<file path="config.mk">
export PLATFORM = sky130hd
export DESIGN_NAME = wav_header_chunk_parser_unit_flat
export DESIGN_NICKNAME = d
export VERILOG_FILES = /design/src/rtl/wavhdr_pkg.sv /design/src/rtl/wavhdr_if.sv /design/src/rtl/wav_header_chunk_parser_unit.sv /design/src/rtl/wavhdr_in_stage.sv /design/src/rtl/wavhdr_walker.sv /design/src/rtl/wavhdr_result.sv /design/src/flat_wrapper.sv
export SDC_FILE = /design/constraint.sdc
export NUM_CORES = 1
export LEC_CHECK = 0
export BUFFER_PORTS_ARGS = -buffer_cell sky130_fd_sc_hd__buf_2
export CAP_MARGIN = 10
export CORE_MARGIN = 5
export CORE_UTILIZATION = 35
export CTS_CLUSTER_SIZE = 30
export DETAILED_ROUTE_END_ITERATION = 8
export HOLD_SLACK_MARGIN = 0.15
export MAX_ROUTING_LAYER = met4
export SKIP_LAST_GASP = 1
export SYNTH_ARGS = -nofsm -noshare
export SYNTH_HDL_FRONTEND = slang
export SYNTH_HIERARCHICAL = 1
export SYNTH_SLANG_ARGS = --single-unit
</file>
<file path="constraint.sdc">
create_clock -name clk_i -period 6.9 [get_ports clk_i]
set_clock_uncertainty 0.2 [all_clocks]
set_input_delay 1.38 -clock clk_i [delete_from_list [all_inputs] [get_ports clk_i]]
set_output_delay 1.38 -clock clk_i [all_outputs]
set_load 0.01 [all_outputs]
</file>
<file path="src/rtl/wavhdr_pkg.sv">
`timescale 1ns / 1ps
// ----------------------------------------------------------------------------
// WAV header parser package
// Shared types and constants for the WAV header chunk parser.
// ----------------------------------------------------------------------------
package wavhdr_pkg;

  localparam logic [31:0] TagRiff = 32'h5249_4646;
  localparam logic [31:0] TagWave = 32'h5741_5645;
  localparam logic [31:0] TagFmt  = 32'h666D_7420;
  localparam logic [31:0] TagData = 32'h6461_7461;

  localparam int unsigned MinFile     = 44;
  localparam int unsigned FmtMin      = 16;
  localparam int unsigned BodyFrom    = 12;
  localparam int unsigned RiffLastIdx = 3;
  localparam int unsigned BitsAt      = 14;

  typedef enum logic [2:0] {
    ST_OK          = 3'd0,
    ST_SHORT       = 3'd1,
    ST_BAD_TAG     = 3'd2,
    ST_OVERRUN     = 3'd3,
    ST_FMT_SHORT   = 3'd4,
    ST_UNSUPPORTED = 3'd5,
    ST_NO_FRAMES   = 3'd6
  } status_e;

  typedef enum logic [1:0] {
    PH_RIFF = 2'd0,
    PH_HDR  = 2'd1,
    PH_BODY = 2'd2,
    PH_PAD  = 2'd3
  } phase_e;

  typedef struct packed {
    logic [7:0] byte_value;
    logic       last_byte;
  } item_t;

  typedef struct packed {
    logic        short_file;
    status_e     first_error;
    logic        in_body;
    logic [15:0] format_code;
    logic [15:0] channels;
    logic [31:0] rate;
    logic [15:0] bits;
    logic [31:0] data_start;
    logic [31:0] data_length;
    logic        data_found;
  } summ_t;

endpackage

</file>
<file path="src/rtl/wavhdr_if.sv">
`timescale 1ns / 1ps
// ----------------------------------------------------------------------------
// WAV header parser channels
// Valid/ready channels for input bytes and parse results.
// ----------------------------------------------------------------------------
interface wavhdr_byte_if;
  logic       valid;
  logic       ready;
  logic [7:0] byte_value;
  logic       last_byte;

  modport source (output valid, output byte_value, output last_byte, input ready);
  modport sink (input valid, input byte_value, input last_byte, output ready);
endinterface

interface wavhdr_result_if;
  logic        valid;
  logic        ready;
  logic [2:0]  status;
  logic [15:0] channel_count;
  logic [31:0] rate_hz;
  logic [31:0] data_offset;
  logic [31:0] data_bytes;
  logic [30:0] frame_count;

  modport source (
    output valid, output status, output channel_count, output rate_hz,
    output data_offset, output data_bytes, output frame_count, input ready
  );
  modport sink (
    input valid, input status, input channel_count, input rate_hz,
    input data_offset, input data_bytes, input frame_count, output ready
  );
endinterface

</file>
<file path="src/rtl/wav_header_chunk_parser_unit.sv">
`timescale 1ns / 1ps
// ----------------------------------------------------------------------------
// WAV header chunk parser
// Parses a byte stream of a WAV file and reports status and format fields.
// ----------------------------------------------------------------------------
// One byte is accepted every cycle while the input side does not stall. A
// byte enters an input register and the chunk walker updates its state from
// it in the next cycle; a last byte waits there for a free result register,
// which it then loads and which offers the result. The input side stalls
// only when a last byte finds the result register full; the walker then
// restarts for the next file. The saturating byte counter is POSITION_BITS+1 bits.
module wav_header_chunk_parser_unit #(
  parameter int unsigned POSITION_BITS = 32
) (
  input  logic            clk_i,
  input  logic            rst_ni,
  wavhdr_byte_if.sink     item_i,
  wavhdr_result_if.source result_o
);
  import wavhdr_pkg::*;

  logic  fire;
  logic  out_free;
  item_t item;
  summ_t summ;

  wavhdr_in_stage u_in_stage (
    .clk_i      (clk_i),
    .rst_ni     (rst_ni),
    .item_i     (item_i),
    .out_free_i (out_free),
    .fire_o     (fire),
    .item_o     (item)
  );

  wavhdr_walker #(
    .POSITION_BITS (POSITION_BITS)
  ) u_walker (
    .clk_i  (clk_i),
    .rst_ni (rst_ni),
    .fire_i (fire),
    .item_i (item),
    .summ_o (summ)
  );

  wavhdr_result u_result (
    .clk_i      (clk_i),
    .rst_ni     (rst_ni),
    .load_i     (fire && item.last_byte),
    .summ_i     (summ),
    .out_free_o (out_free),
    .result_o   (result_o)
  );

endmodule

</file>
<file path="src/rtl/wavhdr_in_stage.sv">
`timescale 1ns / 1ps
// ----------------------------------------------------------------------------
// WAV header parser input stage
// Registers one incoming item and releases it to the chunk walker.
// ----------------------------------------------------------------------------
module wavhdr_in_stage (
  input  logic                 clk_i,
  input  logic                 rst_ni,
  wavhdr_byte_if.sink          item_i,
  input  logic                 out_free_i,
  output logic                 fire_o,
  output wavhdr_pkg::item_t    item_o
);
  import wavhdr_pkg::*;

  logic  valid_q;
  item_t item_q;

  // hold a last byte until the result register can take it
  assign fire_o      = valid_q && (!item_q.last_byte || out_free_i);
  assign item_i.ready = !valid_q || fire_o;
  assign item_o      = item_q;

  always_ff @(posedge clk_i or negedge rst_ni) begin
    if (!rst_ni) begin
      valid_q <= 1'b0;
    end else if (item_i.ready) begin
      valid_q <= item_i.valid;
    end
  end

  always_ff @(posedge clk_i) begin
    if (item_i.ready && item_i.valid) begin
      item_q.byte_value <= item_i.byte_value;
      item_q.last_byte  <= item_i.last_byte;
    end
  end

endmodule

</file>
<file path="src/rtl/wavhdr_walker.sv">
`timescale 1ns / 1ps
// ----------------------------------------------------------------------------
// WAV header parser chunk walker
// Tracks tags, chunk headers and bodies; captures fmt and data fields.
// ----------------------------------------------------------------------------
module wavhdr_walker #(
  parameter int unsigned POSITION_BITS = 32
) (
  input  logic                 clk_i,
  input  logic                 rst_ni,
  input  logic                 fire_i,
  input  wavhdr_pkg::item_t    item_i,
  output wavhdr_pkg::summ_t    summ_o
);
  import wavhdr_pkg::*;

  localparam int unsigned PW = POSITION_BITS + 1;

  logic [PW-1:0] pos_q, pos_d;
  phase_e        phase_q, phase_d;
  logic [31:0]   tag_q, tag_d;
  logic [31:0]   clen_q, clen_d;
  logic [31:0]   crem_q, crem_d;
  logic [15:0]   fmt_q, fmt_d;
  logic [15:0]   chan_q, chan_d;
  logic [31:0]   rate_q, rate_d;
  logic [15:0]   bits_q, bits_d;
  logic [31:0]   dstart_q, dstart_d;
  logic [31:0]   dsize_q, dsize_d;
  logic          dfound_q, dfound_d;
  status_e       err_q, err_d;

  logic [31:0]    tag_sh;
  logic [2:0]     k;
  logic [31:0]    off;
  logic           done;
  logic [31:0]    done_tag;
  logic [31:0]    done_len;
  logic [PW+31:0] pos_ext;

  assign tag_sh  = {tag_q[23:0], item_i.byte_value};
  assign k       = crem_q[2:0];
  assign off     = clen_q - crem_q;
  assign pos_ext = {32'd0, pos_d};

  always_comb begin
    pos_d    = (pos_q == {PW{1'b1}}) ? pos_q : pos_q + {{(PW-1){1'b0}}, 1'b1};
    phase_d  = phase_q;
    tag_d    = tag_q;
    clen_d   = clen_q;
    crem_d   = crem_q;
    fmt_d    = fmt_q;
    chan_d   = chan_q;
    rate_d   = rate_q;
    bits_d   = bits_q;
    dstart_d = dstart_q;
    dsize_d  = dsize_q;
    dfound_d = dfound_q;
    err_d    = err_q;
    done     = 1'b0;
    done_tag = tag_q;
    done_len = clen_q;

    case (phase_q)
      PH_RIFF: begin
        tag_d = tag_sh;
        if (pos_q == PW'(RiffLastIdx) && tag_sh != TagRiff && err_q == ST_OK) begin
          err_d = ST_BAD_TAG;
        end
        if (pos_q == PW'(BodyFrom - 1)) begin
          if (tag_sh != TagWave && err_q == ST_OK) begin
            err_d = ST_BAD_TAG;
          end
          phase_d = PH_HDR;
          crem_d  = '0;
        end
      end
      PH_HDR: begin
        if (!k[2]) begin
          tag_d = tag_sh;
        end else begin
          if (k[1:0] == 2'd0) begin
            clen_d = '0;
          end
          clen_d[8*k[1:0] +: 8] = item_i.byte_value;
        end
        if (k == 3'd7) begin
          if (tag_q == TagData) begin
            dstart_d = pos_ext[31:0];
            dsize_d  = clen_d;
            dfound_d = 1'b1;
          end
          if (clen_d == '0) begin
            done     = 1'b1;
            done_len = clen_d;
          end else begin
            phase_d = PH_BODY;
            crem_d  = clen_d;
          end
        end else begin
          crem_d = {29'd0, k + 3'd1};
        end
      end
      PH_BODY: begin
        if (tag_q == TagFmt && clen_q >= 32'(FmtMin) && off[31:4] == '0) begin
          case (off[3:0]) inside
            [4'd0:4'd1]: fmt_d[8*off[0] +: 8] = item_i.byte_value;
            [4'd2:4'd3]: chan_d[8*off[0] +: 8] = item_i.byte_value;
            [4'd4:4'd7]: rate_d[8*off[1:0] +: 8] = item_i.byte_value;
            4'(BitsAt), 4'(BitsAt + 1): bits_d[8*off[0] +: 8] = item_i.byte_value;
            default: ;
          endcase
        end
        crem_d = crem_q - 32'd1;
        if (crem_d == '0) begin
          done = 1'b1;
        end
      end
      default: begin
        phase_d = PH_HDR;
        crem_d  = '0;
      end
    endcase

    if (done) begin
      if (done_tag == TagFmt && done_len < 32'(FmtMin) && err_d == ST_OK) begin
        err_d = ST_FMT_SHORT;
      end
      phase_d = done_len[0] ? PH_PAD : PH_HDR;
      crem_d  = '0;
    end
  end

  always_comb begin
    summ_o.short_file  = pos_d < PW'(MinFile);
    summ_o.first_error = err_d;
    summ_o.in_body     = phase_d == PH_BODY;
    summ_o.format_code = fmt_d;
    summ_o.channels    = chan_d;
    summ_o.rate        = rate_d;
    summ_o.bits        = bits_d;
    summ_o.data_start  = dstart_d;
    summ_o.data_length = dsize_d;
    summ_o.data_found  = dfound_d;
  end

  always_ff @(posedge clk_i or negedge rst_ni) begin
    if (!rst_ni) begin
      pos_q    <= '0;
      phase_q  <= PH_RIFF;
      tag_q    <= '0;
      clen_q   <= '0;
      crem_q   <= '0;
      fmt_q    <= '0;
      chan_q   <= '0;
      rate_q   <= '0;
      bits_q   <= '0;
      dstart_q <= '0;
      dsize_q  <= '0;
      dfound_q <= 1'b0;
      err_q    <= ST_OK;
    end else if (fire_i) begin
      if (item_i.last_byte) begin
        pos_q    <= '0;
        phase_q  <= PH_RIFF;
        tag_q    <= '0;
        clen_q   <= '0;
        crem_q   <= '0;
        fmt_q    <= '0;
        chan_q   <= '0;
        rate_q   <= '0;
        bits_q   <= '0;
        dstart_q <= '0;
        dsize_q  <= '0;
        dfound_q <= 1'b0;
        err_q    <= ST_OK;
      end else begin
        pos_q    <= pos_d;
        phase_q  <= phase_d;
        tag_q    <= tag_d;
        clen_q   <= clen_d;
        crem_q   <= crem_d;
        fmt_q    <= fmt_d;
        chan_q   <= chan_d;
        rate_q   <= rate_d;
        bits_q   <= bits_d;
        dstart_q <= dstart_d;
        dsize_q  <= dsize_d;
        dfound_q <= dfound_d;
        err_q    <= err_d;
      end
    end
  end

  a_hdr_count: assert property (@(posedge clk_i) disable iff (!rst_ni)
    phase_q == PH_HDR |-> crem_q[31:3] == '0)
    else $error("header byte count out of range");

  a_body_nonzero: assert property (@(posedge clk_i) disable iff (!rst_ni)
    phase_q == PH_BODY |-> crem_q != '0)
    else $error("body phase with nothing left");

  a_last_restart: assert property (@(posedge clk_i) disable iff (!rst_ni)
    fire_i && item_i.last_byte |=> pos_q == '0 && phase_q == PH_RIFF)
    else $error("walker did not restart after last byte");

  a_pos_grows: assert property (@(posedge clk_i) disable iff (!rst_ni)
    fire_i && !item_i.last_byte |=> pos_q >= $past(pos_q) && pos_q != '0)
    else $error("byte position went backward");

endmodule

</file>
<file path="src/rtl/wavhdr_result.sv">
`timescale 1ns / 1ps
// ----------------------------------------------------------------------------
// WAV header parser result stage
// Resolves the status on the last byte and holds the result item.
// ----------------------------------------------------------------------------
module wavhdr_result (
  input  logic                 clk_i,
  input  logic                 rst_ni,
  input  logic                 load_i,
  input  wavhdr_pkg::summ_t    summ_i,
  output logic                 out_free_o,
  wavhdr_result_if.source      result_o
);
  import wavhdr_pkg::*;

  logic        valid_q;
  status_e     status_q, status_d;
  logic [15:0] chan_q;
  logic [31:0] rate_q;
  logic [31:0] doff_q;
  logic [31:0] dbytes_q;
  logic [30:0] frames_q, frames;
  logic        unsupported;

  assign frames = summ_i.channels[1] ? {1'b0, summ_i.data_length[31:2]} :
                                       summ_i.data_length[31:1];

  assign unsupported = summ_i.format_code != 16'd1 ||
                       (summ_i.channels != 16'd1 && summ_i.channels != 16'd2) ||
                       summ_i.bits != 16'd16 || !summ_i.data_found;

  always_comb begin
    if (summ_i.short_file) begin
      status_d = ST_SHORT;
    end else if (summ_i.first_error != ST_OK) begin
      status_d = summ_i.first_error;
    end else if (summ_i.in_body) begin
      status_d = ST_OVERRUN;
    end else if (unsupported) begin
      status_d = ST_UNSUPPORTED;
    end else if (frames == '0) begin
      status_d = ST_NO_FRAMES;
    end else begin
      status_d = ST_OK;
    end
  end

  assign out_free_o = !valid_q || result_o.ready;

  always_ff @(posedge clk_i or negedge rst_ni) begin
    if (!rst_ni) begin
      valid_q <= 1'b0;
    end else if (out_free_o) begin
      valid_q <= load_i;
    end
  end

  always_ff @(posedge clk_i) begin
    if (out_free_o && load_i) begin
      status_q <= status_d;
      if (status_d == ST_OK) begin
        chan_q   <= summ_i.channels;
        rate_q   <= summ_i.rate;
        doff_q   <= summ_i.data_start;
        dbytes_q <= summ_i.data_length;
        frames_q <= frames;
      end else begin
        chan_q   <= '0;
        rate_q   <= '0;
        doff_q   <= '0;
        dbytes_q <= '0;
        frames_q <= '0;
      end
    end
  end

  assign result_o.valid         = valid_q;
  assign result_o.status        = status_q;
  assign result_o.channel_count = chan_q;
  assign result_o.rate_hz       = rate_q;
  assign result_o.data_offset   = doff_q;
  assign result_o.data_bytes    = dbytes_q;
  assign result_o.frame_count   = frames_q;

  a_ok_channels: assert property (@(posedge clk_i) disable iff (!rst_ni)
    valid_q && status_q == ST_OK |-> chan_q == 16'd1 || chan_q == 16'd2)
    else $error("ok result with unsupported channel count");

  a_err_zero: assert property (@(posedge clk_i) disable iff (!rst_ni)
    valid_q && status_q != ST_OK |-> chan_q == '0 && frames_q == '0 && dbytes_q == '0)
    else $error("error result carries nonzero fields");

endmodule
</file>
<file path="src/flat_wrapper.sv">
// flat-port wrapper written by rule: the top's interface ports become plain ports
module wav_header_chunk_parser_unit_flat import wavhdr_pkg::*;
#(
  parameter int unsigned POSITION_BITS = 32
)
  (clk_i, rst_ni, item_i_valid, item_i_byte_value, item_i_last_byte, item_i_ready, result_o_valid, result_o_status, result_o_channel_count, result_o_rate_hz, result_o_data_offset, result_o_data_bytes, result_o_frame_count, result_o_ready);
  wavhdr_byte_if item_i_i ();
  wavhdr_result_if result_o_i ();
  input  logic clk_i;
  input  logic rst_ni;
  input wire logic [$bits(item_i_i.valid)-1:0] item_i_valid;
  input wire logic [$bits(item_i_i.byte_value)-1:0] item_i_byte_value;
  input wire logic [$bits(item_i_i.last_byte)-1:0] item_i_last_byte;
  output wire logic [$bits(item_i_i.ready)-1:0] item_i_ready;
  output wire logic [$bits(result_o_i.valid)-1:0] result_o_valid;
  output wire logic [$bits(result_o_i.status)-1:0] result_o_status;
  output wire logic [$bits(result_o_i.channel_count)-1:0] result_o_channel_count;
  output wire logic [$bits(result_o_i.rate_hz)-1:0] result_o_rate_hz;
  output wire logic [$bits(result_o_i.data_offset)-1:0] result_o_data_offset;
  output wire logic [$bits(result_o_i.data_bytes)-1:0] result_o_data_bytes;
  output wire logic [$bits(result_o_i.frame_count)-1:0] result_o_frame_count;
  input wire logic [$bits(result_o_i.ready)-1:0] result_o_ready;
  assign item_i_i.valid = item_i_valid;
  assign item_i_i.byte_value = item_i_byte_value;
  assign item_i_i.last_byte = item_i_last_byte;
  assign item_i_ready = item_i_i.ready;
  assign result_o_valid = result_o_i.valid;
  assign result_o_status = result_o_i.status;
  assign result_o_channel_count = result_o_i.channel_count;
  assign result_o_rate_hz = result_o_i.rate_hz;
  assign result_o_data_offset = result_o_i.data_offset;
  assign result_o_data_bytes = result_o_i.data_bytes;
  assign result_o_frame_count = result_o_i.frame_count;
  assign result_o_i.ready = result_o_ready;
  wav_header_chunk_parser_unit #(.POSITION_BITS(POSITION_BITS)) u_core (.clk_i(clk_i), .rst_ni(rst_ni), .item_i(item_i_i), .result_o(result_o_i));
endmodule
</file>
== Word-level counts from Yosys, hierarchy flattened ==
Index checks and enable logic that the tools add are counted.

* Register bits after elaboration: 436
* Bits in latches: 0
* RAM bits: 0
* Bits in read-only memories: 0
* Input port bits: 13
* Output and inout bits: 148
* Logic and storage cells: 190
* Memories: 0

* Add/subtract/negate cells: 7
* $mul: 0
* Div/mod/pow operators: 0
* Order comparisons: 9
* Equality and inequality tests: 20
* Shift-type cells: 6
* Multiplexer cells: 84
* Bitwise operators: 0
* Reductions and logical operators: 41

{| class="wikitable"
|+ Operators by type and width
! operator !! count
|-
| $mux W32 || 31
|-
| $mux W16 || 16
|-
| $pmux W32 S3 || 1
|-
| $neg A5 Y34 || 2
|-
| $shift A8 B34 Y32 const A || 2
|-
| $shiftx A8 B34 Y32 || 2
|-
| $mux W33 || 2
|-
| $bwmux W32 || 2
|-
| $eq A32 B31 Y1 const B || 2
|-
| $logic_not A32 Y1 || 2
|-
| $ne A32 B31 Y1 const B || 2
|-
| $pmux W32 S2 || 1
|-
| $bwmux W16 || 3
|-
| $mux W3 || 12
|-
| $neg A4 Y34 || 1
|-
| $shift A8 B34 Y16 const A || 1
|-
| $shiftx A8 B34 Y16 || 1
|-
| $add A33 B1 Y33 const B || 1
|-
| $eq A33 B2 Y1 const B || 1
|-
| $eq A33 B33 Y1 const B || 1
|-
| $eq A33 B4 Y1 const B || 1
|-
| $lt A33 B6 Y1 const B || 1
|-
| $ge A32 B5 Y1 const B || 1
|-
| $lt A32 B5 Y1 const B || 1
|-
| other kinds (36) || 77
|}

== Depth between registers and ports, before layout ==
Gate-level depths: netlist of run 1.

* Word-level depth: 20
* Gate-level depth with buffers: 24
* Depth with buffers taken out: 20

== Hierarchy ==
Netlist of run 1, hierarchy kept.

{| class="wikitable"
|+ By module, submodules not included
! module !! times used !! cells each !! area an instance (µm²) !! seq. area each (µm²)
|-
| wavhdr_walker || 1 || 2,130 || 18,207.5 || 6,981.7
|-
| wavhdr_result || 1 || 392 || 6,040.8 || 4,409.2
|-
| wavhdr_in_stage || 1 || 15 || 341.6 || 295.3
|-
| wav_header_chunk_parser_unit || 1 || 1 || 6.3 || 0.0
|}

== Worst setup path after synthesis of run 1 ==
Ideal clock, no wire load.

* Kind: input -> register
* From: input result_o_ready
* To: register u_core.u_result.chan_q[0] (netlist: u_core/u_result/result_o.channel_count[0]) (enable)
* Library setup time: 0.523 ns
* Arrival time: 5.223 ns
* Data required time: 6.177 ns
* Setup slack: 0.954 ns
* Cell stages on the path: 5
* Buffers on the path: 0
* Path through: nand2b_1 -> inv_1 -> a21boi_0 -> and2_1 -> and2_1

* Word-level cells in the longest chain between the ends: 5

{| class="wikitable"
|+ Ends and longest elaborated chain
! element !! line !! source
|-
| from (decl) || flat_wrapper.sv:22 || <nowiki>input wire logic [$bits(result_o_i.ready)-1:0] result_o_ready;</nowiki>
|-
| $logic_or A1 B1 Y1 || wavhdr_result.sv:48 || <nowiki>assign out_free_o = !valid_q || result_o.ready;</nowiki>
|-
| $logic_or A1 B1 Y1 || wavhdr_in_stage.sv:20 || <nowiki>assign fire_o = valid_q && (!item_q.last_byte || out_free_i);</nowiki>
|-
| $logic_and A1 B1 Y1 || wavhdr_in_stage.sv:20 ||
|-
| via u_core.fire || wav_header_chunk_parser_unit.sv:22 || <nowiki>logic fire;</nowiki>
|-
| $logic_and A1 B1 Y1 || wav_header_chunk_parser_unit.sv:49 || <nowiki>.load_i (fire && item.last_byte),</nowiki>
|-
| $logic_and A1 B1 Y1 || wavhdr_result.sv:59 || <nowiki>if (out_free_o && load_i) begin</nowiki>
|-
| to (signal assigned) || wavhdr_result.sv:62 || <nowiki>chan_q <= summ_i.channels;</nowiki>
|-
| to (decl) || wavhdr_result.sv:18 || <nowiki>logic [15:0] chan_q;</nowiki>
|}

The timed path passes the listed nets, and every way through them passes these cells.
A chain may end at the register's enable or synchronous reset.

==> flow_results.org, run 1 <==
** Die
- In this run the horizontal extent of the chip is ~280 µm.
- Number of top-level design ports :: about 160
- Area of the core :: between 0.06 and 0.07 mm²
- The die covers approximately 0.076 mm².
- Std cell rows :: 97
- Vertical die dimension :: 275 µm
- The initial utilization of the core area, before any placement, comes to 0.352.

** Power
- Portion of total power attributed to combinational logic :: 0.073
- Of the total power, the clock network draws 0.434.
- Across the VDD grid, the largest voltage drop is ~0.19 mV.
- Dividing total power by cell area gives a power density of just over 200 mW/mm².
- The analysis attributes to net switching a power of 1.43 mW.
- Proportion of power drawn by flip-flops and latches :: 0.493
- For this design the static power due to leakage is between 10 and 15 nW.
- Switching power as a share of total power :: 0.250
- The internal portion of the total power is approximately 4.3 mW.

** Synth
- Commonest register cell after synthesis :: dfrtp_1
- Gate Count Post-Synth :: between 2000 and 3000
- In this run, synthesis produced a sequential element count of 436.
- FFs w/ async S/R, synth :: 0.644
- Summed instance area of the synthesized netlist :: between 0.02 and 0.025 mm²
- Dividing the synthesized area by the synthesized cell count gives 9.69 µm².
- The Yosys step of the flow raised 6 warnings.
- Count of flip-flops with a built-in enable after synthesis :: roughly 160
- For this run, the register share of the synthesized area comes to 0.475.
- Count of different cell masters after synthesis :: just under 90

** STA
- Max Fclk :: between 150 and 200 MHz
- Hold Slack :: about 0.28 ns
- The clock period could shrink to 6.49 ns.
- For the pin with the worst max-slew slack, the measured transition is 1.19 ns.
- Setup repair after global routing left no endpoint under its margin.
- Final-report max-slew violation count :: 0
- Rel. slew slack :: 0.203
- Total count of hold-check failures in the final report :: 0
- After routing, the total negative slack on setup checks comes to 0 ns.
- Period utilization :: 0.940
- Once routing completed, OpenROAD measured the worst setup slack at 0.411 ns.
- Endpoints failing setup :: 0

** Place
- # port buffers :: 160
- Half-perimeter wire length of the detailed placement result :: approximately 56000 µm
- Placer's final routability congestion estimate :: 0.960
- Worst setup slack before clock tree synthesis :: between 0.2 and 0.25 ns

** Critical path
- Setup slack on the worst reg-to-reg path comes out at ~0.4 ns.
- STA classifies the critical path endpoint as a flop.
- Critical path peak fanout :: about 60
- For the worst setup path, the data required time is between 7 and 8 ns.
- Critical path arrival :: between 6 and 7 ns
- Type of the worst setup path :: flop to flop
- Worst Setup Start Kind :: flop

** Final layout
- 0 antenna diodes ended up in the layout.
- Growth of design area from synthesis to finish :: 14.4%
- Leaving out fill and tap cells, the most frequent cells in the layout are 281 x dfrtp_1, 219 x nand2_1, 209 x nor2_1.
- The layout has 6838 filler cells.
- NumNets Final :: 2716
- Share of post-route cells with drive strength above 1 :: 0.147
- The library cell used most frequently in the layout, excluding fill and tap cells, is dfrtp_1.

** CTS
- Clock tree from TritonCTS :: yes
- Level count of the clock H-tree :: 2
- After clock tree synthesis, the clock-pin slew on the worst setup and hold paths is 0.06 ns.
- The tree built by TritonCTS fans out to between 400 and 500 sinks.
- The longest clock path from root to sink contains 3 buffers.
- The tree is rooted in a clkbuf_16.
- The number of clock buffers added by TritonCTS is 48.
- For the worst-skew pair, the clock arrives at the later sink with an insertion delay of 0.61 ns.

** GRT
- The via count of the first global-routing pass is approximately 20000.
- Grt total ovfl :: 0
- Entering global routing, the biggest net connects between 150 and 200 pins.
- Wire length of the first global-routing pass :: approximately 120000 µm
- The number of antenna violations at the first check in global routing is 0.
- Total global-route track usage :: 0.208

** Detailed routing
- In the final routed layout, each cell accounts on average for between 20 and 25 µm.
- In the routed design, unresolved DRC markers number 0.
- DR vias :: a little over 20000
- Detailed-route wire length :: 78900 µm
- For this run, the detailed router's first-pass iteration total came to 7.
- Vias per Instance :: around 5.7
- After the first detailed-routing iteration, the DRC count stood at between 2000 and 2500.
- Number of routed nets with antenna violations :: 0

** Run
- The tool flagged a number of max-cap violations equal to 0.

** Outcome
- The flow ran to the end, and the final reports show no timing, DRC or antenna violations.

** Hold path
- Path category of the worst min-delay check :: flop to flop
[worst paths after layout]
path                                                       end                         start  depth (start not counted)
setup / recovery           u_core/u_result/result_o.rate_hz[9]     u_core/u_walker/crem_q[1]                         21
hold / removal                    u_core/u_walker/done_tag[26]  u_core/u_walker/done_tag[26]                          2
setup reg to reg           u_core/u_result/result_o.rate_hz[9]     u_core/u_walker/crem_q[1]                         21
hold reg to reg                   u_core/u_walker/done_tag[26]  u_core/u_walker/done_tag[26]                          2
max in group asynchronous            u_core/u_walker/chan_q[5]                        rst_ni                          2
min in group asynchronous          u_core/u_walker/dsize_q[22]                        rst_ni                          1
[metrics by stage]
| stage | cells | total power [mW] | utilization | area [µm²] |
|---|---|---|---|---|
| after floorplan | 2551 | 3.12 | - | 24600 |
| after global placement | 3537 | 3.29 | 0.379 | 26500 |
| after detailed placement | 3537 | 3.30 | 0.379 | 26500 |
| after CTS | 3625 | 5.82 | 0.401 | 28000 |
| after global routing | 3631 | 5.97 | 0.402 | 28100 |
| final | 3631 | 5.75 | 0.402 | 28100 |
[layer usage]
metal,vias up,share of wire,global-route usage
met1,10200,0.42,0.267
met5,-,0,-
met3,169,0.059,0.0313
met2,743,0.48,0.342
li1,9428,-,-
met4,0,0.034,0.0651
[cells in the mapped netlist (all sizes together) (22+ instances only)]
cell type	number	area share
xnor2	60	0.021
nor3	50	0.010
dfrtp	281	0.29
a22oi	33	0.010
buf	31	0.0070
a22o	131	0.047
nand2b	51	0.013
mux2	35	0.016
edfxtp	155	0.19
clkbuf	150	0.023
nand2	220	0.034
a21oi	113	0.023
nand4	39	0.0099
nor4	56	0.015
mux2i	88	0.036
and2	111	0.030
o21ai	186	0.038
nand3	42	0.0085
xor2	22	0.0078
ha	49	0.025
o2bb2ai	28	0.010
inv	118	0.018
o22ai	35	0.0089
nor2	210	0.032
[repair_timing]
| action | 4_1_cts | 5_1_grt |
|---|---|---|
| setup endpoints to repair | 0 | 131 |
| hold buffers | 0 | 0 |
| gates resized for setup | 0 | 5 |
| buffers inserted | 0 | 5 |
[worst max-delay path, stage by stage, from the launching register on]
cell,delay [ns]
dfrtp_1,0.47
inv_1,0.18
fa_1,0.47
a21o_1,0.24
a221oi_4,0.42
nor3_1,0.16
o31a_1,0.33
o21a_1,0.23
o2bb2ai_1,0.14
nor4_1,0.45
nand4_1,0.16
buf_4,0.20
nor4_4,0.26
buf_4,0.24
mux2_2,0.48
xor2_1,0.30
nand3_1,0.11
nor4_1,0.33
buf_4,0.23
o2111a_2,0.26
buf_12,0.22
and2_4,0.18
[cell type report]
| type | instances | area [µm²] | share of cell area |
|---|---|---|---|
| clock inverter | 17 | 181 | 0.00645 |
| clock buffer | 71 | 1330 | 0.0472 |
| tap | 940 | 1180 | 0.0418 |
| sequential | 436 | 11700 | 0.415 |
| inverter | 118 | 443 | 0.0157 |
| multi-input combinational | 1817 | 11900 | 0.423 |
| timing repair buffer | 232 | 1400 | 0.0498 |
[sequential cells by signal (all words and copies together), names as in the netlist, 32 cells and up]
name                                  count
u_core/u_result/result_o.data_bytes      32
u_core/u_walker/dstart_q                 32
u_core/u_walker/dsize_q                  32
u_core/u_walker/rate_q                   32
u_core/u_walker/clen_q                   32
u_core/u_walker/pos_q                    33
u_core/u_walker/crem_q                   32
u_core/u_walker/done_tag                 32
u_core/u_result/result_o.data_offset     32
u_core/u_result/result_o.rate_hz         32
[power by group through the flow]
stage          registers, mW  clock network [mW]  logic, mW
4_1_cts                 2.83                2.57      0.422
2_1_floorplan           2.88                   0      0.242
3_5_place_dp            2.88                   0      0.419
3_3_place_gp            2.88                   0      0.410
6_report                2.83                2.49      0.422
5_1_grt                 2.84                2.67      0.466
[logic make-up (layout without fill, tap and decap cells)]
logic type,after synthesis,in the layout,share of synthesized area
simple gates,889,890,0.189
compound gates,658,658,0.181
flops,436,436,0.475
buf+inv,299,438,0.0479
mux,123,123,0.0518
xor+xnor,82,82,0.0292
fa+ha+maj,50,50,0.0257
other cells,1,14,0.000152
No activity file was read; power rests on OpenSTA's default activity.
==> run 2: changes to the inputs <==
Clock period 6.9 ns to 5.45 ns, I/O delays scaled along.
==> run 2 against run 1 <==
The run now ends with setup timing left. Critical path depth grew 5. Clock power grew 26%. Via count grew 4.1%. First-iteration DRC count shrank 1.3%. Sequential power grew 27%. Core utilization grew 3.4 points. Fmax grew 11%. Cell count grew 6.0%. Die area is the same. Register-to-register slack lost 0.82 ns. Critical path type unchanged. Critical endpoint is now u_core/u_result/result_o.data_bytes[14]. Largest cell class unchanged.
==> flow_results.org, run 2 (same netlist as run 1, synthesis figures left out) <==
** Die
- The placeable core region is 0.0699 mm² (unchanged).
- The die area was 0.0757 mm² (unchanged).
- Number of top-level design ports :: 161 (unchanged)
- Std cell rows :: 97 (unchanged)
- Starting utilization of the core area :: 0.352 (unchanged)
- The height of the die is 275 µm (unchanged).
- The overall die width is 275 µm (unchanged).

** Critical path
- Critical path arrival :: 6.00 ns (was 6.75 ns)
- Stage delay of the slowest cell on the critical path :: 0.46 ns (was 0.48 ns)
- Data required time of the worst path :: 5.59 ns (was 7.16 ns)
- The critical path endpoint category was a flop (unchanged).
- The destination of the worst register-to-register timing path is u_core/u_result/result_o.data_bytes[14] (was u_core/u_result/result_o.rate_hz[9]).
- Worst Setup Start Kind :: flop (unchanged)
- Slowest stage cell on the critical path :: or4_4 (was mux2_2)
- R2R setup slack :: -0.41 ns (was 0.41 ns)
- Type of the worst setup path :: flop to flop (unchanged)
- Critical path's top delay family :: simple AND/OR/NAND/NOR gates (unchanged)
- The number of buffers and inverters on the critical path is 10 (was 5).
- The largest driver fanout on the critical path was 8 (was 61).
- Worst R2R Start :: u_core/u_walker/clen_q[0] (was u_core/u_walker/crem_q[1])
- Cells on worst reg2reg path :: 26 (was 21)

** Outcome
- Violated checks :: setup timing
- Outcome :: finished with violations (was finished, final reports clean)

** STA
- The maximum operating frequency came to 171 MHz (was 154 MHz).
- RSZ-0062 raised after global routing: yes (was no).
- Transition time at the pin with the least slew margin :: 1.17 ns (was 1.19 ns)
- The shortest period the worst path allows is 5.86 ns (was 6.49 ns).
- Final-report max-slew violation count :: 0 (unchanged)
- The worst-case headroom to the max-slew limit was 0.222 (was 0.203).
- The share of the clock period used by the worst path after layout came to 1.08 (was 0.940).
- Total count of hold-check failures in the final report :: 0 (unchanged)
- The final worst slack came to -0.414 ns (was 0.411 ns).
- Total negative slack for setup checks :: -40.15 ns (was 0 ns)
- Endpoints failing setup :: 131 (was 0)

** Hold path
- Number of cells on the worst hold path :: 2 (unchanged)
- Origin of the worst min-delay path :: u_core/u_walker/done_tag[30] (was u_core/u_walker/done_tag[26])
- Min-Delay Endpoint :: u_core/u_walker/done_tag[30] (was u_core/u_walker/done_tag[26])
- The class of the most critical hold timing path is flop to flop (unchanged).

** Power
- Peak supply drop :: 0.196 mV (was 0.187 mV)
- PnR Total Power :: 7.30 mW (was 5.75 mW)
- The power per cell area is 239 mW/mm² (was 204 mW/mm²).
- The static leakage is 13.1 nW (was 11.8 nW).

** Final layout
- Most common cell after layout, fill and taps aside :: dfrtp_1 (unchanged)
- The fraction of final layout cells sized beyond drive strength 1 was 0.234 (was 0.147).
- Final design area excluding fillers :: 0.0305 mm² (was 0.0281 mm²)
- The total of fill cells in the finished design came to 6726 (was 6838).
- Ant diodes :: 0 (unchanged)
- Most frequent cells in the layout: 281 x dfrtp_1, 249 x buf_4, 219 x nand2_1 (was 281 x dfrtp_1, 219 x nand2_1, 209 x nor2_1).
- Register with the most flip-flops :: u_core/u_walker/pos_q (unchanged)
- Growth of design area from synthesis to finish :: 24.0% (was 14.4%)
- NumNets Final :: 2932 (was 2716)
- Number of flip-flops under the largest register name :: 33 (unchanged)

** Place
- The placer congestion estimate was 0.973 (was 0.960).
- The placed cell area was 0.0280 mm² (was 0.0265 mm²).
- Half-perimeter wire length of the detailed placement result :: 58000 µm (was 56100 µm)
- The number of buffers inserted by port buffering was 160 (unchanged).

** CTS
- The deepest level of the CTS H-tree was 2 (unchanged).
- Number of buffers inserted by hold repair at cts :: 0 (unchanged)
- Clk_lat worst skew :: 0.61 ns (about the same)
- The TritonCTS clock tree is yes (unchanged).
- Maximum count of clock buffers along a single path :: 3 (unchanged)
- The clock net sink count is 436 (unchanged).
- Root buffer cell :: clkbuf_16 (unchanged)
- CTS clk-pin slew, worst paths :: 0.06 ns (about the same)
- The number of CTS-inserted buffers is 48 (unchanged).

** Detailed routing
- DR vias :: 21400 (was 20600)
- Total iterations of the first detailed-routing run :: 5 (was 7)
- Detailed-route wire length :: 82300 µm (was 78900 µm)
- The number of remaining DRC errors came to 0 (unchanged).
- DRC violation total after the first TritonRoute iteration :: 2015 (was 2042)
- Vias per Instance :: 5.56 (was 5.66)
- Number of routed nets with antenna violations :: 0 (unchanged)
- DR WL/cell :: 21.4 µm (was 21.7 µm)

** GRT
- The total global-route track usage came to 0.213 (was 0.208).
- The via count of the first global-routing pass is 20700 (was 20000).
- The number of antenna violations at the first check in global routing is 0 (unchanged).
- The global-route wire length before repair came to 124000 µm (was 121000 µm).
- The pin count of the biggest net entering global routing was 147 (was 153).
- The total grt overflow is 0 (unchanged).

** Run
- The max-cap violation count came to 0 (unchanged).
run 2: changes by cell type in the layout (fill, tap and decap cells not counted), sizes merged:
| cell | delta |
|---|---|
| buf | +211 |
| bufbuf | +1 |
| bufinv | +1 |
| clkbuf | -7 |
| clkinv | +10 |
| clkinvlp | +3 |
| nor4 | -1 |
run 2: final cells by class:
cell class                 instances  area (µm²)  area share
tap                              940        1180      0.0385
timing repair buffer             449        3460       0.113
clock inverter                    31         255     0.00837
clock buffer                      59        1240      0.0407
sequential                       436       11700       0.383
inverter                         118         443      0.0145
multi-input combinational       1816       12200       0.401
run 2: per-layer routing:
| metal | vias up | GRT usage | part of all wire |
|---|---|---|---|
| li1 | 9869 | - | - |
| met1 | 10600 | 0.287 | 0.43 |
| met2 | 823 | 0.339 | 0.48 |
| met3 | 157 | 0.0257 | 0.063 |
| met4 | 0 | 0.0622 | 0.031 |
| met5 | - | - | 0 |
run 2: worst max path at each step:
stage	from	cells past startpoint	slack [ns]	to
2_1_floorplan	u_core/u_walker/clen_q[0]	19	0.001	u_core/u_result/result_o.status[2]
5_1_grt	u_core/u_walker/clen_q[0]	26	-0.64	u_core/u_result/result_o.data_bytes[28]
6_report	u_core/u_walker/clen_q[0]	26	-0.41	u_core/u_result/result_o.data_bytes[14]
4_1_cts	u_core/u_walker/clen_q[0]	26	-0.31	u_core/u_result/result_o.data_offset[6]
3_3_place_gp	u_core/u_walker/clen_q[0]	24	-0.46	u_core/u_result/result_o.rate_hz[13]
3_5_place_dp	u_core/u_walker/clen_q[0]	23	-0.51	u_core/u_result/result_o.rate_hz[5]
run 2: repair_timing:
action,in CTS,in global routing
resized for setup,33,68
buffers inserted,18,14
gates cloned,6,9
pin swaps,9,7
setup endpoints to repair,132,132
run 2: metrics by stage:
stage | util | cells | worst slack, ns | hold WS [ns]
after floorplan | - | 2551 | 0.00112 | 0.241
after global placement | 0.400 | 3713 | -0.463 | 0.261
after detailed placement | 0.400 | 3713 | -0.510 | 0.265
after CTS | 0.429 | 3827 | -0.310 | 0.278
after global routing | 0.436 | 3849 | -0.637 | 0.314
final | 0.436 | 3849 | -0.414 | 0.273
run 2: worst register-to-register path: cells and delay by family, from the launching register on:
family / cells / cell delay, ns
muxes: 1 / 0.38
buffers and inverters: 10 / 1.42
AOI/OAI and AO/OA: 5 / 1.07
DFF: 1 / 0.37
adders and majority gates: 2 / 0.52
xor gates and xnor gates: 1 / 0.17
and+or+nand+nor: 7 / 1.47
run 2: report_power, final:
part	total (mW)	internal, mW	switching [mW]
Sequential	3.60	3.51	0.0898
Combinational	0.562	0.187	0.375
Clock	3.14	1.77	1.37
Total	7.30	5.47	1.83
==> run 3: changes to the inputs <==
Settings changed: PLACE_DENSITY set to 0.59.
==> run 3 against run 2 <==
The run still ends with setup timing left. Via count fell by 0.30%. Die area did not move. Critical path depth did not move. Fmax fell by 1.7%. Sequential power barely moved. Power rose by 2.6%. Clock power rose by 6.4%. First-iteration DRC count rose by 25%. Routed wire length fell by 0.71%. Worst setup slack got worse by 0.10 ns. Highest routed layer unchanged.
==> flow_results.org, run 3 (same netlist as run 1, synthesis figures left out) <==
** Die
- Area of the core :: 0.0699 mm² (unchanged)
- The height of the die was 275 µm (unchanged).
- The number of placed I/O pins was 161 (unchanged).
- The standard-cell row count was 97 (unchanged).
- The die area came to 0.0757 mm² (unchanged).
- The initial cell density of the core came to 0.352 (unchanged).
- The overall die width was 275 µm (unchanged).

** Power
- The power per cell area was 248 mW/mm² (was 239 mW/mm²).
- The cell-internal power was 5.66 mW (was 5.47 mW).
- LEAKAGE :: 13.0 nW (was 13.1 nW)
- Switching power as a share of total power :: 0.245 (was 0.251)
- The combinational fraction of design power is 0.075 (was 0.077).
- PnR Total Power :: 7.49 mW (was 7.30 mW)
- The largest voltage drop on the vdd net came to 0.218 mV (was 0.196 mV).
- Proportion of power drawn by flip-flops and latches :: 0.480 (was 0.493)
- The power spent charging and discharging nets was 1.83 mW (about the same).
- Clock group share of total power :: 0.446 (was 0.430)

** CTS
- The number of buffers inserted for hold repair after clock tree synthesis was 0 (unchanged).
- Maximum count of clock buffers along a single path :: 3 (unchanged)
- The clock net sink count is 436 (unchanged).
- CTS clk-pin slew, worst paths :: 0.06 ns (about the same)
- The deepest level of the CTS H-tree was 2 (unchanged).
- The number of CTS-inserted buffers came to 48 (unchanged).
- The TritonCTS clock tree is yes (unchanged).
- The clock root buffer is clkbuf_16 (unchanged).
- The insertion delay to the later sink of the worst-skew pair was 0.60 ns (was 0.61 ns).

** GRT
- Grt total ovfl :: 0 (unchanged)
- The total global-route track usage was 0.212 (was 0.213).
- The number of antenna violations at the first check in global routing was 3 (was 0).
- Largest net degree at the start of global routing :: 103 (was 147)
- Wire length of the first global-routing pass :: 124000 µm (about the same)
- The via count of the first global-routing pass came to 20700 (about the same).

** STA
- The final hold slack is 0.279 ns (was 0.273 ns).
- Final worst setup slack :: -0.517 ns (was -0.414 ns)
- The worst-case headroom to the max-slew limit was 0.205 (was 0.222).
- The final number of max-transition violations is 0 (unchanged).
- The number of hold-slack violations in the final timing report is 0 (unchanged).
- RSZ-0062 raised after global routing :: yes (unchanged)
- Transition time at the pin with the least slew margin :: 1.19 ns (was 1.17 ns)
- The total of endpoints with negative setup slack in the final report was 131 (unchanged).
- The share of the clock period used by the worst path after layout is 1.09 (was 1.08).
- The maximum operating frequency is 168 MHz (was 171 MHz).
- The shortest period the worst path allows is 5.97 ns (was 5.86 ns).

** Final layout
- The fraction of the core area covered by cells at the end of the flow is 0.433 (was 0.436).
- Number of flip-flops under the largest register name :: 33 (unchanged)
- Register with the most flip-flops :: u_core/u_walker/pos_q (unchanged)
- The total of fill cells in the finished design was 6744 (was 6726).
- The area growth from synthesis to final layout is 22.9% (was 24.0%).
- Final design area excluding fillers :: 0.0302 mm² (was 0.0305 mm²)
- NumNets Final :: 2915 (was 2932)
- Most frequent cells in the layout: 281 x dfrtp_1, 252 x buf_4, 219 x nand2_1 (was 281 x dfrtp_1, 249 x buf_4, 219 x nand2_1).
- Share of post-route cells with drive strength above 1 :: 0.221 (was 0.234)
- Most common cell after layout, fill and taps aside :: dfrtp_1 (unchanged)

** Critical path
- Critical path peak fanout :: 8 (unchanged)
- Data required time of the worst path :: 5.71 ns (was 5.59 ns)
- Critical path arrival :: 6.22 ns (was 6.00 ns)
- The kind of start point of the critical path was a flop (unchanged).
- The critical path endpoint category is a flop (unchanged).
- The critical path class was flop to flop (unchanged).

** Detailed routing
- The detailed-router iteration count before antenna repair was 6 (was 5).
- The number of vias after detailed routing came to 21300 (was 21400).
- The wire length per cell was 21.3 µm (was 21.4 µm).
- The antenna violation net count after detailed routing came to 0 (unchanged).
- The number of remaining DRC errors was 0 (unchanged).
- The initial DRC count is 2527 (was 2015).
- Vias per Instance :: 5.57 (was 5.56)
- Detailed-route wire length :: 81700 µm (was 82300 µm)

** Place
- Half-perimeter wire length of the detailed placement result :: 58400 µm (was 58000 µm)
- # port buffers :: 160 (unchanged)
- Area post-placement :: 0.0280 mm² (about the same)
- The placer congestion estimate is 1.01 (was 0.973).

** Outcome
- Violated checks :: setup timing (unchanged)
- Outcome :: finished with violations (unchanged)

** Run
- The max-cap violation count came to 0 (unchanged).

** Hold path
- The class of the most critical hold timing path was flop to flop (unchanged).
[run 3: cell count changes in the layout (fill, tap and decap cells not counted), sizes merged]
cell	change
diode	+1
bufbuf	-1
buf	-15
clkbuf	+11
bufinv	+2
clkinvlp	-3
clkinv	-11
[run 3: power groups by stage]
stage	clock network [mW]	registers, mW	logic (mW)
finish	3.34	3.60	0.558
global route	3.54	3.60	0.613
CTS	3.41	3.59	0.539
detailed placement	0	3.65	0.528
global placement	0	3.65	0.516
floorplan	0	3.64	0.306
[run 3: critical path, stage by stage (launching register included)]
cell and delay (ns):
dfrtp_1 0.38, inv_2 0.08, ha_4 0.13, inv_2 0.03
fa_2 0.34, a21o_1 0.21, a221oi_4 0.35, buf_4 0.17
nor3_2 0.04, a2bb2oi_2 0.18, xor2_1 0.16, or4_4 0.46
nor4_4 0.26, nand4_1 0.17, buf_6 0.17, nor4_4 0.24
buf_4 0.18, buf_12 0.12, mux2_4 0.38, xor2_2 0.19
nand3_1 0.12, nor4_2 0.31, buf_4 0.20, o2111a_2 0.23
buf_12 0.18, clkbuf_16 0.17, and2_4 0.13
[run 3: path summary, 6_finish.rpt]
path,slack (ns),to,cells after the start,startpoint
hold reg to reg,0.28,u_core/u_walker/done_tag[30],2,u_core/u_walker/done_tag[30]
hold / removal,0.28,u_core/u_walker/done_tag[30],2,u_core/u_walker/done_tag[30]
setup / recovery,-0.52,u_core/u_result/result_o.rate_hz[25],26,u_core/u_walker/clen_q[0]
setup reg to reg,-0.52,u_core/u_result/result_o.rate_hz[25],26,u_core/u_walker/clen_q[0]
min in group asynchronous,0.31,u_core/u_walker/dsize_q[20],1,rst_ni
max in group asynchronous,3.66,u_core/u_walker/done_tag[9],2,rst_ni
[run 3: layout make-up]
class | instances | area [µm²] | area share
multi-input cells | 1816 | 12200 | 0.404
clock buffers | 71 | 1350 | 0.0446
diodes | 1 | 2.50 | 0.0000828
inverters | 118 | 443 | 0.0146
flip-flops and latches | 436 | 11700 | 0.387
clock inverters | 19 | 273 | 0.00902
well taps | 940 | 1180 | 0.0389
repair buffers | 432 | 3100 | 0.103
[run 3: per-layer routing]
layer,global-route usage,part of all wire
met1,0.283,0.43
met2,0.340,0.48
met3,0.0261,0.059
met4,0.0678,0.033
met5,-,0
[run 3: stage by stage]
step | worst slack, ns | setup TNS (ns) | instances
5_1_grt | -0.731 | -89.34 | 3833
3_5_place_dp | -0.527 | -59.81 | 3715
6_report | -0.517 | -59.94 | 3833
2_1_floorplan | 0.00112 | 0 | 2551
3_3_place_gp | -0.444 | -50.67 | 3715
4_1_cts | -0.416 | -42.74 | 3811
[run 3: timing repair]
item | 4_1_cts | 5_1_grt
cloned | 1 | 5
gates resized for setup | 19 | 48
setup buffers | 5 | 16
endpoints found under the hold margin | 0 | 0
pin swaps | 6 | 23
endpoints found under the setup margin | 132 | 132
